[src/sv/marching_cubes_cell_triangulator_top_assert.svh]
// Assertion macros used by the triangulator controller (mcct_ctrl).
// Each macro expects clk and rst to exist in the module that uses it.
`ifndef MARCHING_CUBES_CELL_TRIANGULATOR_TOP_ASSERT_SVH
`define MARCHING_CUBES_CELL_TRIANGULATOR_TOP_ASSERT_SVH

// Same-cycle implication.
`define MCCT_ASSERT_NOW(lbl, pre, post, msg) \
  lbl: assert property (@(posedge clk) disable iff (rst) (pre) |-> (post)) else $error(msg);

// Next-cycle implication.
`define MCCT_ASSERT_NEXT(lbl, pre, post, msg) \
  lbl: assert property (@(posedge clk) disable iff (rst) (pre) |=> (post)) else $error(msg);

`endif

[src/sv/mcct_pkg.sv]
`default_nettype none
package mcct_pkg;

  localparam int SAMPLE_BITS = 16;
  localparam int COORD_BITS  = 16;
  localparam int FRAC_BITS   = 8;
  localparam int OUT_BITS    = COORD_BITS + FRAC_BITS + 1;
  localparam int SF_BITS     = COORD_BITS + FRAC_BITS;
  localparam int PROD_BITS   = SAMPLE_BITS + SF_BITS;
  localparam int ROW_BITS    = 60;
  localparam int DIV_STEPS   = SF_BITS;

  // configuration register indexes
  localparam logic REG_ISO_THRESH     = 1'b0;
  localparam logic REG_MIN_DIFFERENCE = 1'b1;

  typedef enum logic [3:0] {
    ST_IDLE, ST_LOOKUP, ST_RD0, ST_RD1, ST_CALC, ST_MUL, ST_DIV, ST_FIN, ST_EMIT
  } state_t;

  typedef struct packed {
    logic       load;
    logic       lookup;
    logic       rd0;
    logic       rd1;
    logic       calc;
    logic       mul;
    logic       div_step;
    logic       fin;
    logic [2:0] tri_idx;
    logic [1:0] vert_idx;
  } cmd_t;

  typedef struct packed {
    logic [2:0] ntri;
    logic       skip;
  } stat_t;

  // corner bits: bit0 x, bit1 y, bit2 z
  function automatic logic [2:0] corner_pos(input logic [2:0] c);
    logic [2:0] p;
    case (c)
      3'd0: p = 3'd0;
      3'd1: p = 3'd1;
      3'd2: p = 3'd5;
      3'd3: p = 3'd4;
      3'd4: p = 3'd2;
      3'd5: p = 3'd3;
      3'd6: p = 3'd7;
      3'd7: p = 3'd6;
      default: p = 3'd0;
    endcase
    return p;
  endfunction

  // edge endpoints {first, second}
  function automatic logic [5:0] edge_ends(input logic [3:0] e);
    logic [5:0] r;
    case (e)
      4'd0:  r = {3'd0, 3'd1};
      4'd1:  r = {3'd1, 3'd2};
      4'd2:  r = {3'd2, 3'd3};
      4'd3:  r = {3'd3, 3'd0};
      4'd4:  r = {3'd4, 3'd5};
      4'd5:  r = {3'd5, 3'd6};
      4'd6:  r = {3'd6, 3'd7};
      4'd7:  r = {3'd7, 3'd4};
      4'd8:  r = {3'd0, 3'd4};
      4'd9:  r = {3'd1, 3'd5};
      4'd10: r = {3'd2, 3'd6};
      4'd11: r = {3'd3, 3'd7};
      default: r = {3'd0, 3'd1};
    endcase
    return r;
  endfunction

  // {triangle count, edge digits right-aligned, first edge most significant}
  function automatic logic [62:0] tri_entry(input logic [7:0] idx);
    logic [62:0] e;
    case (idx)
      8'd0: e = {3'd0, 60'h0};
      8'd1: e = {3'd1, 60'h083};
      8'd2: e = {3'd1, 60'h019};
      8'd3: e = {3'd2, 60'h183981};
      8'd4: e = {3'd1, 60'h12a};
      8'd5: e = {3'd2, 60'h08312a};
      8'd6: e = {3'd2, 60'h92a029};
      8'd7: e = {3'd3, 60'h2832a8a98};
      8'd8: e = {3'd1, 60'h3b2};
      8'd9: e = {3'd2, 60'h0b28b0};
      8'd10: e = {3'd2, 60'h19023b};
      8'd11: e = {3'd3, 60'h1b219b98b};
      8'd12: e = {3'd2, 60'h3a1ba3};
      8'd13: e = {3'd3, 60'h0a108a8ba};
      8'd14: e = {3'd3, 60'h3903b9ba9};
      8'd15: e = {3'd2, 60'h98aa8b};
      8'd16: e = {3'd1, 60'h478};
      8'd17: e = {3'd2, 60'h430734};
      8'd18: e = {3'd2, 60'h019847};
      8'd19: e = {3'd3, 60'h419471731};
      8'd20: e = {3'd2, 60'h12a847};
      8'd21: e = {3'd3, 60'h34730412a};
      8'd22: e = {3'd3, 60'h92a902847};
      8'd23: e = {3'd4, 60'h2a9297273794};
      8'd24: e = {3'd2, 60'h8473b2};
      8'd25: e = {3'd3, 60'hb47b24204};
      8'd26: e = {3'd3, 60'h90184723b};
      8'd27: e = {3'd4, 60'h47b94b9b2921};
      8'd28: e = {3'd3, 60'h3a13ba784};
      8'd29: e = {3'd4, 60'h1ba14b1047b4};
      8'd30: e = {3'd4, 60'h47890b9bab03};
      8'd31: e = {3'd3, 60'h47b4b99ba};
      8'd32: e = {3'd1, 60'h954};
      8'd33: e = {3'd2, 60'h954083};
      8'd34: e = {3'd2, 60'h054150};
      8'd35: e = {3'd3, 60'h854835315};
      8'd36: e = {3'd2, 60'h12a954};
      8'd37: e = {3'd3, 60'h30812a495};
      8'd38: e = {3'd3, 60'h52a542402};
      8'd39: e = {3'd4, 60'h2a5325354348};
      8'd40: e = {3'd2, 60'h95423b};
      8'd41: e = {3'd3, 60'h0b208b495};
      8'd42: e = {3'd3, 60'h05401523b};
      8'd43: e = {3'd4, 60'h21525828b485};
      8'd44: e = {3'd3, 60'ha3ba13954};
      8'd45: e = {3'd4, 60'h4950818a18ba};
      8'd46: e = {3'd4, 60'h54050b5bab03};
      8'd47: e = {3'd3, 60'h54858aa8b};
      8'd48: e = {3'd2, 60'h978579};
      8'd49: e = {3'd3, 60'h930953573};
      8'd50: e = {3'd3, 60'h078017157};
      8'd51: e = {3'd2, 60'h153357};
      8'd52: e = {3'd3, 60'h978957a12};
      8'd53: e = {3'd4, 60'ha12950530573};
      8'd54: e = {3'd4, 60'h802825857a52};
      8'd55: e = {3'd3, 60'h2a5253357};
      8'd56: e = {3'd3, 60'h7957893b2};
      8'd57: e = {3'd4, 60'h95797292027b};
      8'd58: e = {3'd4, 60'h23b018178157};
      8'd59: e = {3'd3, 60'hb21b17715};
      8'd60: e = {3'd4, 60'h958857a13a3b};
      8'd61: e = {3'd5, 60'h5705097b010aba0};
      8'd62: e = {3'd5, 60'hba0b03a50807570};
      8'd63: e = {3'd2, 60'hba57b5};
      8'd64: e = {3'd1, 60'ha65};
      8'd65: e = {3'd2, 60'h0835a6};
      8'd66: e = {3'd2, 60'h9015a6};
      8'd67: e = {3'd3, 60'h1831985a6};
      8'd68: e = {3'd2, 60'h165261};
      8'd69: e = {3'd3, 60'h165126308};
      8'd70: e = {3'd3, 60'h965906026};
      8'd71: e = {3'd4, 60'h598582526328};
      8'd72: e = {3'd2, 60'h23ba65};
      8'd73: e = {3'd3, 60'hb08b20a65};
      8'd74: e = {3'd3, 60'h01923b5a6};
      8'd75: e = {3'd4, 60'h5a61929b298b};
      8'd76: e = {3'd3, 60'h63b653513};
      8'd77: e = {3'd4, 60'h08b0b50515b6};
      8'd78: e = {3'd4, 60'h3b6036065059};
      8'd79: e = {3'd3, 60'h65969bb98};
      8'd80: e = {3'd2, 60'h5a6478};
      8'd81: e = {3'd3, 60'h43047365a};
      8'd82: e = {3'd3, 60'h1905a6847};
      8'd83: e = {3'd4, 60'ha65197173794};
      8'd84: e = {3'd3, 60'h612651478};
      8'd85: e = {3'd4, 60'h125526304347};
      8'd86: e = {3'd4, 60'h847905065026};
      8'd87: e = {3'd5, 60'h739794329596269};
      8'd88: e = {3'd3, 60'h3b2784a65};
      8'd89: e = {3'd4, 60'h5a647242027b};
      8'd90: e = {3'd4, 60'h01947823b5a6};
      8'd91: e = {3'd5, 60'h9219b294b7b45a6};
      8'd92: e = {3'd4, 60'h8473b53515b6};
      8'd93: e = {3'd5, 60'h51b5b610b7b404b};
      8'd94: e = {3'd5, 60'h059065036b63847};
      8'd95: e = {3'd4, 60'h65969b4797b9};
      8'd96: e = {3'd2, 60'ha4964a};
      8'd97: e = {3'd3, 60'h4a649a083};
      8'd98: e = {3'd3, 60'ha01a60640};
      8'd99: e = {3'd4, 60'h83181686461a};
      8'd100: e = {3'd3, 60'h149124264};
      8'd101: e = {3'd4, 60'h308129249264};
      8'd102: e = {3'd2, 60'h024426};
      8'd103: e = {3'd3, 60'h832824426};
      8'd104: e = {3'd3, 60'ha49a64b23};
      8'd105: e = {3'd4, 60'h08228b49a4a6};
      8'd106: e = {3'd4, 60'h3b201606461a};
      8'd107: e = {3'd5, 60'h64161a48121b8b1};
      8'd108: e = {3'd4, 60'h964936913b63};
      8'd109: e = {3'd5, 60'h8b1810b61914641};
      8'd110: e = {3'd3, 60'h3b6360064};
      8'd111: e = {3'd2, 60'h648b68};
      8'd112: e = {3'd3, 60'h7a678a89a};
      8'd113: e = {3'd4, 60'h0730a709a67a};
      8'd114: e = {3'd4, 60'ha671a7178180};
      8'd115: e = {3'd3, 60'ha67a71173};
      8'd116: e = {3'd4, 60'h126168189867};
      8'd117: e = {3'd5, 60'h269291679093739};
      8'd118: e = {3'd3, 60'h780706602};
      8'd119: e = {3'd2, 60'h732672};
      8'd120: e = {3'd4, 60'h23ba68a89867};
      8'd121: e = {3'd5, 60'h20727b09767a9a7};
      8'd122: e = {3'd5, 60'h1801781a767a23b};
      8'd123: e = {3'd4, 60'hb21b17a61671};
      8'd124: e = {3'd5, 60'h896867916b63136};
      8'd125: e = {3'd2, 60'h091b67};
      8'd126: e = {3'd4, 60'h7807063b0b60};
      8'd127: e = {3'd1, 60'h7b6};
      8'd128: e = {3'd1, 60'h76b};
      8'd129: e = {3'd2, 60'h308b76};
      8'd130: e = {3'd2, 60'h019b76};
      8'd131: e = {3'd3, 60'h819831b76};
      8'd132: e = {3'd2, 60'ha126b7};
      8'd133: e = {3'd3, 60'h12a3086b7};
      8'd134: e = {3'd3, 60'h2902a96b7};
      8'd135: e = {3'd4, 60'h6b72a3a83a98};
      8'd136: e = {3'd2, 60'h723627};
      8'd137: e = {3'd3, 60'h708760620};
      8'd138: e = {3'd3, 60'h276237019};
      8'd139: e = {3'd4, 60'h162186198876};
      8'd140: e = {3'd3, 60'ha76a17137};
      8'd141: e = {3'd4, 60'ha7617a187108};
      8'd142: e = {3'd4, 60'h03707a0a96a7};
      8'd143: e = {3'd3, 60'h76a7a88a9};
      8'd144: e = {3'd2, 60'h684b86};
      8'd145: e = {3'd3, 60'h36b306046};
      8'd146: e = {3'd3, 60'h86b846901};
      8'd147: e = {3'd4, 60'h946963931b36};
      8'd148: e = {3'd3, 60'h6846b82a1};
      8'd149: e = {3'd4, 60'h12a30b06b046};
      8'd150: e = {3'd4, 60'h4b846b0292a9};
      8'd151: e = {3'd5, 60'ha93a32943b36463};
      8'd152: e = {3'd3, 60'h823842462};
      8'd153: e = {3'd2, 60'h042462};
      8'd154: e = {3'd4, 60'h190234246438};
      8'd155: e = {3'd3, 60'h194142246};
      8'd156: e = {3'd4, 60'h8138618466a1};
      8'd157: e = {3'd3, 60'ha10a06604};
      8'd158: e = {3'd5, 60'h4634386a3039a93};
      8'd159: e = {3'd2, 60'ha946a4};
      8'd160: e = {3'd2, 60'h49576b};
      8'd161: e = {3'd3, 60'h083495b76};
      8'd162: e = {3'd3, 60'h50154076b};
      8'd163: e = {3'd4, 60'hb76834354315};
      8'd164: e = {3'd3, 60'h954a1276b};
      8'd165: e = {3'd4, 60'h6b712a083495};
      8'd166: e = {3'd4, 60'h76b54a42a402};
      8'd167: e = {3'd5, 60'h348354325a52b76};
      8'd168: e = {3'd3, 60'h723762549};
      8'd169: e = {3'd4, 60'h954086062687};
      8'd170: e = {3'd4, 60'h362376150540};
      8'd171: e = {3'd5, 60'h628687218485158};
      8'd172: e = {3'd4, 60'h954a16176137};
      8'd173: e = {3'd5, 60'h16a176107870954};
      8'd174: e = {3'd5, 60'h40a4a503a6a737a};
      8'd175: e = {3'd4, 60'h76a7a854a48a};
      8'd176: e = {3'd3, 60'h6956b9b89};
      8'd177: e = {3'd4, 60'h36b063056095};
      8'd178: e = {3'd4, 60'h0b805b01556b};
      8'd179: e = {3'd3, 60'h6b3635531};
      8'd180: e = {3'd4, 60'h12a95b9b8b56};
      8'd181: e = {3'd5, 60'h0b306b09656912a};
      8'd182: e = {3'd5, 60'hb85b56805a52025};
      8'd183: e = {3'd4, 60'h6b36352a3a53};
      8'd184: e = {3'd4, 60'h589528562382};
      8'd185: e = {3'd3, 60'h956960062};
      8'd186: e = {3'd5, 60'h158180568382628};
      8'd187: e = {3'd2, 60'h156216};
      8'd188: e = {3'd5, 60'h13616a386569896};
      8'd189: e = {3'd4, 60'ha10a06950560};
      8'd190: e = {3'd2, 60'h03856a};
      8'd191: e = {3'd1, 60'ha56};
      8'd192: e = {3'd2, 60'hb5a75b};
      8'd193: e = {3'd3, 60'hb5ab75830};
      8'd194: e = {3'd3, 60'h5b75ab190};
      8'd195: e = {3'd4, 60'ha75ab7981831};
      8'd196: e = {3'd3, 60'hb12b71751};
      8'd197: e = {3'd4, 60'h08312717572b};
      8'd198: e = {3'd4, 60'h9759279022b7};
      8'd199: e = {3'd5, 60'h75272b592328982};
      8'd200: e = {3'd3, 60'h25a235375};
      8'd201: e = {3'd4, 60'h820852875a25};
      8'd202: e = {3'd4, 60'h9015a35373a2};
      8'd203: e = {3'd5, 60'h982921872a25752};
      8'd204: e = {3'd2, 60'h135375};
      8'd205: e = {3'd3, 60'h087071175};
      8'd206: e = {3'd3, 60'h903935537};
      8'd207: e = {3'd2, 60'h987597};
      8'd208: e = {3'd3, 60'h5845a8ab8};
      8'd209: e = {3'd4, 60'h5045b05abb30};
      8'd210: e = {3'd4, 60'h01984a8aba45};
      8'd211: e = {3'd5, 60'hab4a45b34941314};
      8'd212: e = {3'd4, 60'h2512852b8458};
      8'd213: e = {3'd5, 60'h04b0b345b2b151b};
      8'd214: e = {3'd5, 60'h0250592b5458b85};
      8'd215: e = {3'd2, 60'h9452b3};
      8'd216: e = {3'd4, 60'h25a352345384};
      8'd217: e = {3'd3, 60'h5a2524420};
      8'd218: e = {3'd5, 60'h3a235a385458019};
      8'd219: e = {3'd4, 60'h5a2524192942};
      8'd220: e = {3'd3, 60'h845853351};
      8'd221: e = {3'd2, 60'h045105};
      8'd222: e = {3'd4, 60'h845853905035};
      8'd223: e = {3'd1, 60'h945};
      8'd224: e = {3'd3, 60'h4b749b9ab};
      8'd225: e = {3'd4, 60'h0834979b79ab};
      8'd226: e = {3'd4, 60'h1ab1b414074b};
      8'd227: e = {3'd5, 60'h3143481a474bab4};
      8'd228: e = {3'd4, 60'h4b79b492b912};
      8'd229: e = {3'd5, 60'h9749b791b2b1083};
      8'd230: e = {3'd3, 60'hb74b42240};
      8'd231: e = {3'd4, 60'hb74b42834324};
      8'd232: e = {3'd4, 60'h29a279237749};
      8'd233: e = {3'd5, 60'h9a7974a27870207};
      8'd234: e = {3'd5, 60'h37a3a274a1a040a};
      8'd235: e = {3'd2, 60'h1a2874};
      8'd236: e = {3'd3, 60'h491417713};
      8'd237: e = {3'd4, 60'h491417081871};
      8'd238: e = {3'd2, 60'h403743};
      8'd239: e = {3'd1, 60'h487};
      8'd240: e = {3'd2, 60'h9a8ab8};
      8'd241: e = {3'd3, 60'h30939bb9a};
      8'd242: e = {3'd3, 60'h01a0a88ab};
      8'd243: e = {3'd2, 60'h31ab3a};
      8'd244: e = {3'd3, 60'h12b1b99b8};
      8'd245: e = {3'd4, 60'h30939b1292b9};
      8'd246: e = {3'd2, 60'h02b80b};
      8'd247: e = {3'd1, 60'h32b};
      8'd248: e = {3'd3, 60'h23828aa89};
      8'd249: e = {3'd2, 60'h9a2092};
      8'd250: e = {3'd4, 60'h23828a0181a8};
      8'd251: e = {3'd1, 60'h1a2};
      8'd252: e = {3'd2, 60'h138918};
      8'd253: e = {3'd1, 60'h091};
      8'd254: e = {3'd1, 60'h038};
      default: e = {3'd0, 60'h0};
    endcase
    return e;
  endfunction

endpackage
`default_nettype wire

[src/sv/mcct_ctrl.sv]
`default_nettype none
module mcct_ctrl (
  input  logic            clk,
  input  logic            rst,
  input  logic            in_valid,
  output logic            in_stall,
  output logic            out_valid,
  input  logic            out_stall,
  input  mcct_pkg::stat_t st,
  output mcct_pkg::cmd_t  cmd
);
  import mcct_pkg::*;
  `include "marching_cubes_cell_triangulator_top_assert.svh"

  localparam logic [4:0] DIV_LAST = 5'(DIV_STEPS - 1);

  state_t     state, state_next;
  logic [2:0] tri_cnt;
  logic [1:0] vert;
  logic [4:0] div_cnt;

  // next state
  always_comb begin
    state_next = state;
    case (state)
      ST_IDLE:   if (in_valid) state_next = ST_LOOKUP;
      ST_LOOKUP: state_next = ST_RD0;
      ST_RD0:    state_next = (st.ntri == 3'd0) ? ST_IDLE : ST_RD1;
      ST_RD1:    state_next = ST_CALC;
      ST_CALC:   state_next = ST_MUL;
      ST_MUL:    state_next = st.skip ? ST_FIN : ST_DIV;
      ST_DIV:    if (div_cnt == DIV_LAST) state_next = ST_FIN;
      ST_FIN:    state_next = (vert == 2'd2) ? ST_EMIT : ST_RD0;
      ST_EMIT: begin
        if (!out_stall) begin
          state_next = (tri_cnt + 3'd1 == st.ntri) ? ST_IDLE : ST_RD0;
        end
      end
      default:   state_next = ST_IDLE;
    endcase
  end

  // commands
  always_comb begin
    cmd          = '0;
    cmd.load     = (state == ST_IDLE) && in_valid;
    cmd.lookup   = (state == ST_LOOKUP);
    cmd.rd0      = (state == ST_RD0);
    cmd.rd1      = (state == ST_RD1);
    cmd.calc     = (state == ST_CALC);
    cmd.mul      = (state == ST_MUL);
    cmd.div_step = (state == ST_DIV);
    cmd.fin      = (state == ST_FIN);
    cmd.tri_idx  = tri_cnt;
    cmd.vert_idx = vert;
    in_stall     = (state != ST_IDLE);
    out_valid    = (state == ST_EMIT);
  end

  // state and counters
  always_ff @(posedge clk) begin
    if (rst) begin
      state   <= ST_IDLE;
      tri_cnt <= '0;
      vert    <= '0;
      div_cnt <= '0;
    end else begin
      state <= state_next;
      if (state == ST_LOOKUP) begin
        tri_cnt <= '0;
        vert    <= '0;
      end
      if (state == ST_MUL) begin
        div_cnt <= '0;
      end
      if (state == ST_DIV) begin
        div_cnt <= div_cnt + 5'd1;
      end
      if (state == ST_FIN && vert != 2'd2) begin
        vert <= vert + 2'd1;
      end
      if (state == ST_EMIT && !out_stall) begin
        tri_cnt <= tri_cnt + 3'd1;
        vert    <= '0;
      end
    end
  end

  `MCCT_ASSERT_NEXT(a_accept_lookup, state == ST_IDLE && in_valid, state == ST_LOOKUP, "accept did not start lookup")
  `MCCT_ASSERT_NOW(a_emit_in_range, out_valid, tri_cnt < st.ntri, "triangle beyond count")
  `MCCT_ASSERT_NEXT(a_div_ends, state == ST_DIV && div_cnt == DIV_LAST, state == ST_FIN, "divider overran")
  `MCCT_ASSERT_NEXT(a_third_vertex, state == ST_FIN && vert == 2'd2, state == ST_EMIT, "triangle not emitted")

endmodule
`default_nettype wire

[config.mk]
export PLATFORM = sky130hd
export DESIGN_NAME = mcct_ctrl
export DESIGN_NICKNAME = d
export VERILOG_FILES = /design/src/sv/mcct_pkg.sv /design/src/sv/mcct_ctrl.sv
export VERILOG_INCLUDE_DIRS = /design/src /design/src/sv
export SDC_FILE = /design/constraint.sdc
export NUM_CORES = 1
export LEC_CHECK = 0
export CAP_MARGIN = 0
export CORE_ASPECT_RATIO = 1.25
export CORE_MARGIN = 3
export CORE_UTILIZATION = 40
export DETAILED_ROUTE_END_ITERATION = 10
export DONT_BUFFER_PORTS = 1
export SETUP_SLACK_MARGIN = 0.15
export SYNTH_ARGS = -nofsm -noshare
export SYNTH_HDL_FRONTEND = slang
export SYNTH_SLANG_ARGS = --single-unit
[constraint.sdc]
create_clock -name clk -period 1.95 [get_ports clk]
set_clock_uncertainty 0.05 [all_clocks]
set_input_delay 0.0975 -clock clk [delete_from_list [all_inputs] [get_ports clk]]
set_output_delay 0.0975 -clock clk [all_outputs]
set_load 0.01 [all_outputs]
==> reports/results.env <==
REG_TO_REG_START='state[3]'
SYNTH_EDF_COUNT=0
INITIALDRTVIOLATIONCOUNT=36
CRITICALPATHCATEGORY='register to output pin'
ROUTED_WL_MM=2.12
DRT-VIAS-PER-INSTANCE=5.65
FLOORPLAN.INITIALDENSITY_PCT=44.6
SYN-MEAN-INSTANCE-AREA_SQ_UM=7.98
LAYOUT_WORST_PATH_CYCLE_SHARE_PCT=86.5
GRT_OVERFLOW=0
LARGEST_NET_DEGREE_AT_THE_START_OF_GLOBAL_ROUTING=13
HP-START='st[0]'
CELLLEAKAGEPOWER_nW=0.356
SETUP.WORST_PATH.START_CLASS='register'
SYNTHMOSTINSTANTIATEDCELL='dfxtp_1'
TIMING.MAX_SLEW.REL_SLACK_PCT=67.5
REPORT.FINAL.SETUP_VIOL=0
HOLD_SLACK_PS=35.9
CLK-INSERTION-DELAY-LATE_PS=290
POST_SYNTH_MOST_FREQUENT_CELLS='14 x dfxtp_1, 12 x a21oi_1, 10 x nor2_1'
VDD_DROP_MAX_uV=429
FINISH.NET_COUNT=135
DIEAREA_SQ_UM=2950
SYNTH_CELLS=117
SETUP-TNS-FINAL_PS=0
FINALWEIGHTEDCONGESTION=0.878
TIMING.CRITICAL_PATH.TO_TYPE='output pin'
SYNTHDOMINANTCELLAREASHARE_PCT=30.0
CTS_INSERTED_BUFFERS=3
DRCVIOLATIONCOUNT=0
POST-SYNTH-TOP-AREA-CELL='dfxtp_1'
GR-USAGE-MET1_PCT=17.5
DIE_X_UM=49.2
DESIGN.CORE.AREA_SQ_UM=2090
VIA_COUNT=864
WORSTHOLDPATHCELLS=3
POSTSYNTH.TOPFLOPCELL='dfxtp_1'
NUM_ANTENNA_CELLS=0
SYNTH_SEQUENTIAL_AREA_RATIO_PCT=30.0
FINAL.FILL_COUNT=205
HOLD_FAILS_FINAL_RPT=0
WORST_PIN_SLEW_PS=486
DETAIL_ROUTE.FIRST_PASS.ITERATIONS=4
GRTUSAGETOTAL_PCT=15.9
HOLD_END='state[0]'
MOST_UTILIZED_LAYER_IN_THE_GLOBAL_ROUTE_RESULT='met2'
AVGROUTEDWIREPERCELL_UM=13.8
CRITPATHMAXFANOUT=10
CLOCK_TREE.HTREE_LEVEL_COUNT=1
CRITICAL_PATH_ARRIVAL_PS=1540
MAXIMUM_CLOCK_FREQUENCY_MHz=593
SYNTHTOLAYOUTAREAGROWTH_PCT=10.9
IOPINCOUNT=23
MAXSLEWVIOLCOUNT=0
TIMING.HOLD.WORST.CLASS='primary input to register'
ROW_COUNT=18
TIMING.REG2REG.SETUP_SLACK_PS=310
SYNTH_NETS=128
MAX-CAP-VIOLATIONS=0
CELL_AREA_POWER_DENSITY_nW_PER_UM2=620
SYNTH-ASYNC-RESET-RATIO_PCT=0
CELL_TYPES_OCCUPYING_THE_MOST_AREA_AFTER_SYNTHESIS='dfxtp_1 30%, a21oi_1 6.4%, nor3_1 4.8%, ha_1 4.0%, nor2_1 4.0%'
GRT_SETUP_UNREPAIRED='false'
POST-PLACE-WS_PS=284
YOSYS_WARNS=0
CTS.ROOT.BUFFER_CELL='clkbuf_4'
GRT_PASS1_VIAS=815
CLOCK-SINKS=14
TRITONCTS='yes'
GLOBAL_ROUTE_WIRE_LENGTH_BEFORE_REPAIR_MM=3.55
FINALWORSTPATHREQUIREDPERIOD_PS=1690
IO_BUFFER_COUNT=0
SYNTH_CELL_TYPE_COUNT=37
CTS.CLK_SLEW.WORST_PATHS_PS=90
LAYOUT_SETUP_WS_PS=263
TIMING.CRITICAL_PATH.REQUIRED_PS=1800
STATUS='finished clean'
FINALPOWER_mW=0.641
GRT_UTIL_MET2_PCT=26.1
YOSYS_REG_BITS=14
MAPPEDNETLISTAREA_SQ_UM=933
CLOCK_PATH_BUFFERS=2
PLACE_HPWL_MM=1.60
FF2FF_PATH_DEPTH=4
DIEHEIGHT_UM=60.0
ANTENNA_LEFT=0
GRT.MET3_USAGE_PCT=2.99
CRIT-REG2REG-CAPTURE='state[3]'
GRT_ANTENNA_BEFORE_REPAIR=0
SHARE_OF_CELLS_ABOVE_DRIVE_STRENGTH_1_PCT=13.8
## stage by stage
step | util (%) | area (sq um) | cells
2_1_floorplan | - | 933 | 117
3_3_place_gp | 46.2 | 967 | 146
3_5_place_dp | 46.2 | 967 | 146
4_1_cts | 49.3 | 1030 | 153
5_1_grt | 49.4 | 1030 | 153
6_report | 49.4 | 1030 | 153
## cell type report
cell class | count | area [sq um] | share of cell area [%]
clock buffer | 4 | 36.3 | 3.51
inverter | 7 | 26.3 | 2.54
multi-input combinational | 88 | 571 | 55.1
sequential | 14 | 282 | 27.2
tap | 30 | 37.5 | 3.63
timing repair buffer | 10 | 82.6 | 7.98
## sequential cells by signal, summed over array words and instances (netlist names)
signal	flops
tri_cnt	3
state	4
vert	2
div_cnt	5
## cell usage in the layout (no fill, tap or decap), types with 3 or more instances in the layout
master          n
dfxtp_1        13
a21oi_1        12
nor2_1         10
nor3_1          9
nand2_1         9
inv_1           7
buf_4           7
nand2b_1        5
nand3_1         3
nand4_1         3
o21ai_0         3
xnor2_1         3
ha_1            3
clkbuf_4        3
dlygate4sd3_1   3
## report_power, final
group	internal (mW)	total, mW	switching, mW
combinational	0.0502	0.113	0.0630
clock	0.114	0.217	0.103
sequential	0.292	0.311	0.0190
## layer usage
metal  share of wire [%]  vias up
li1                    -      428
met5                   0        -
met1                  44      399
met3                 5.9        7
met2                  47       30
met4                 3.1        0
## repair_timing
| action | in CTS | in global routing |
|---|---|---|
| endpoints found under the setup margin | 0 | 1 |
| hold buffers | 3 | 0 |
| gates resized for setup | 0 | 1 |
| buffers inserted | 0 | 0 |
| hold endpoints to repair | 13 | 0 |
## logic make-up after synthesis
kind of cell / synth area share [%]
DFF: 30.0
xor gates and xnor gates: 4.69
and+or+nand+nor: 32.3
adders and majority gates: 4.02
muxes: 3.35
buffers and inverters: 8.85
AOI/OAI and AO/OA: 16.8
## critical path, cell delays in order (launching register included)
cell	delay, ps
dfxtp_1	420
or4_4	620
nor2_1	210
## worst max path at each step
stage	startpoint	endpoint	slack, ps	cells past startpoint
after floorplan	state[2]	state[3]	420	5
after global placement	state[2]	state[3]	290	4
after detailed placement	state[2]	state[3]	280	4
after CTS	state[2]	cmd[12]	210	2
after global routing	vert[0]	vert[1]	170	5
final	state[3]	cmd[12]	260	2
(Power assumes the default switching activity.)
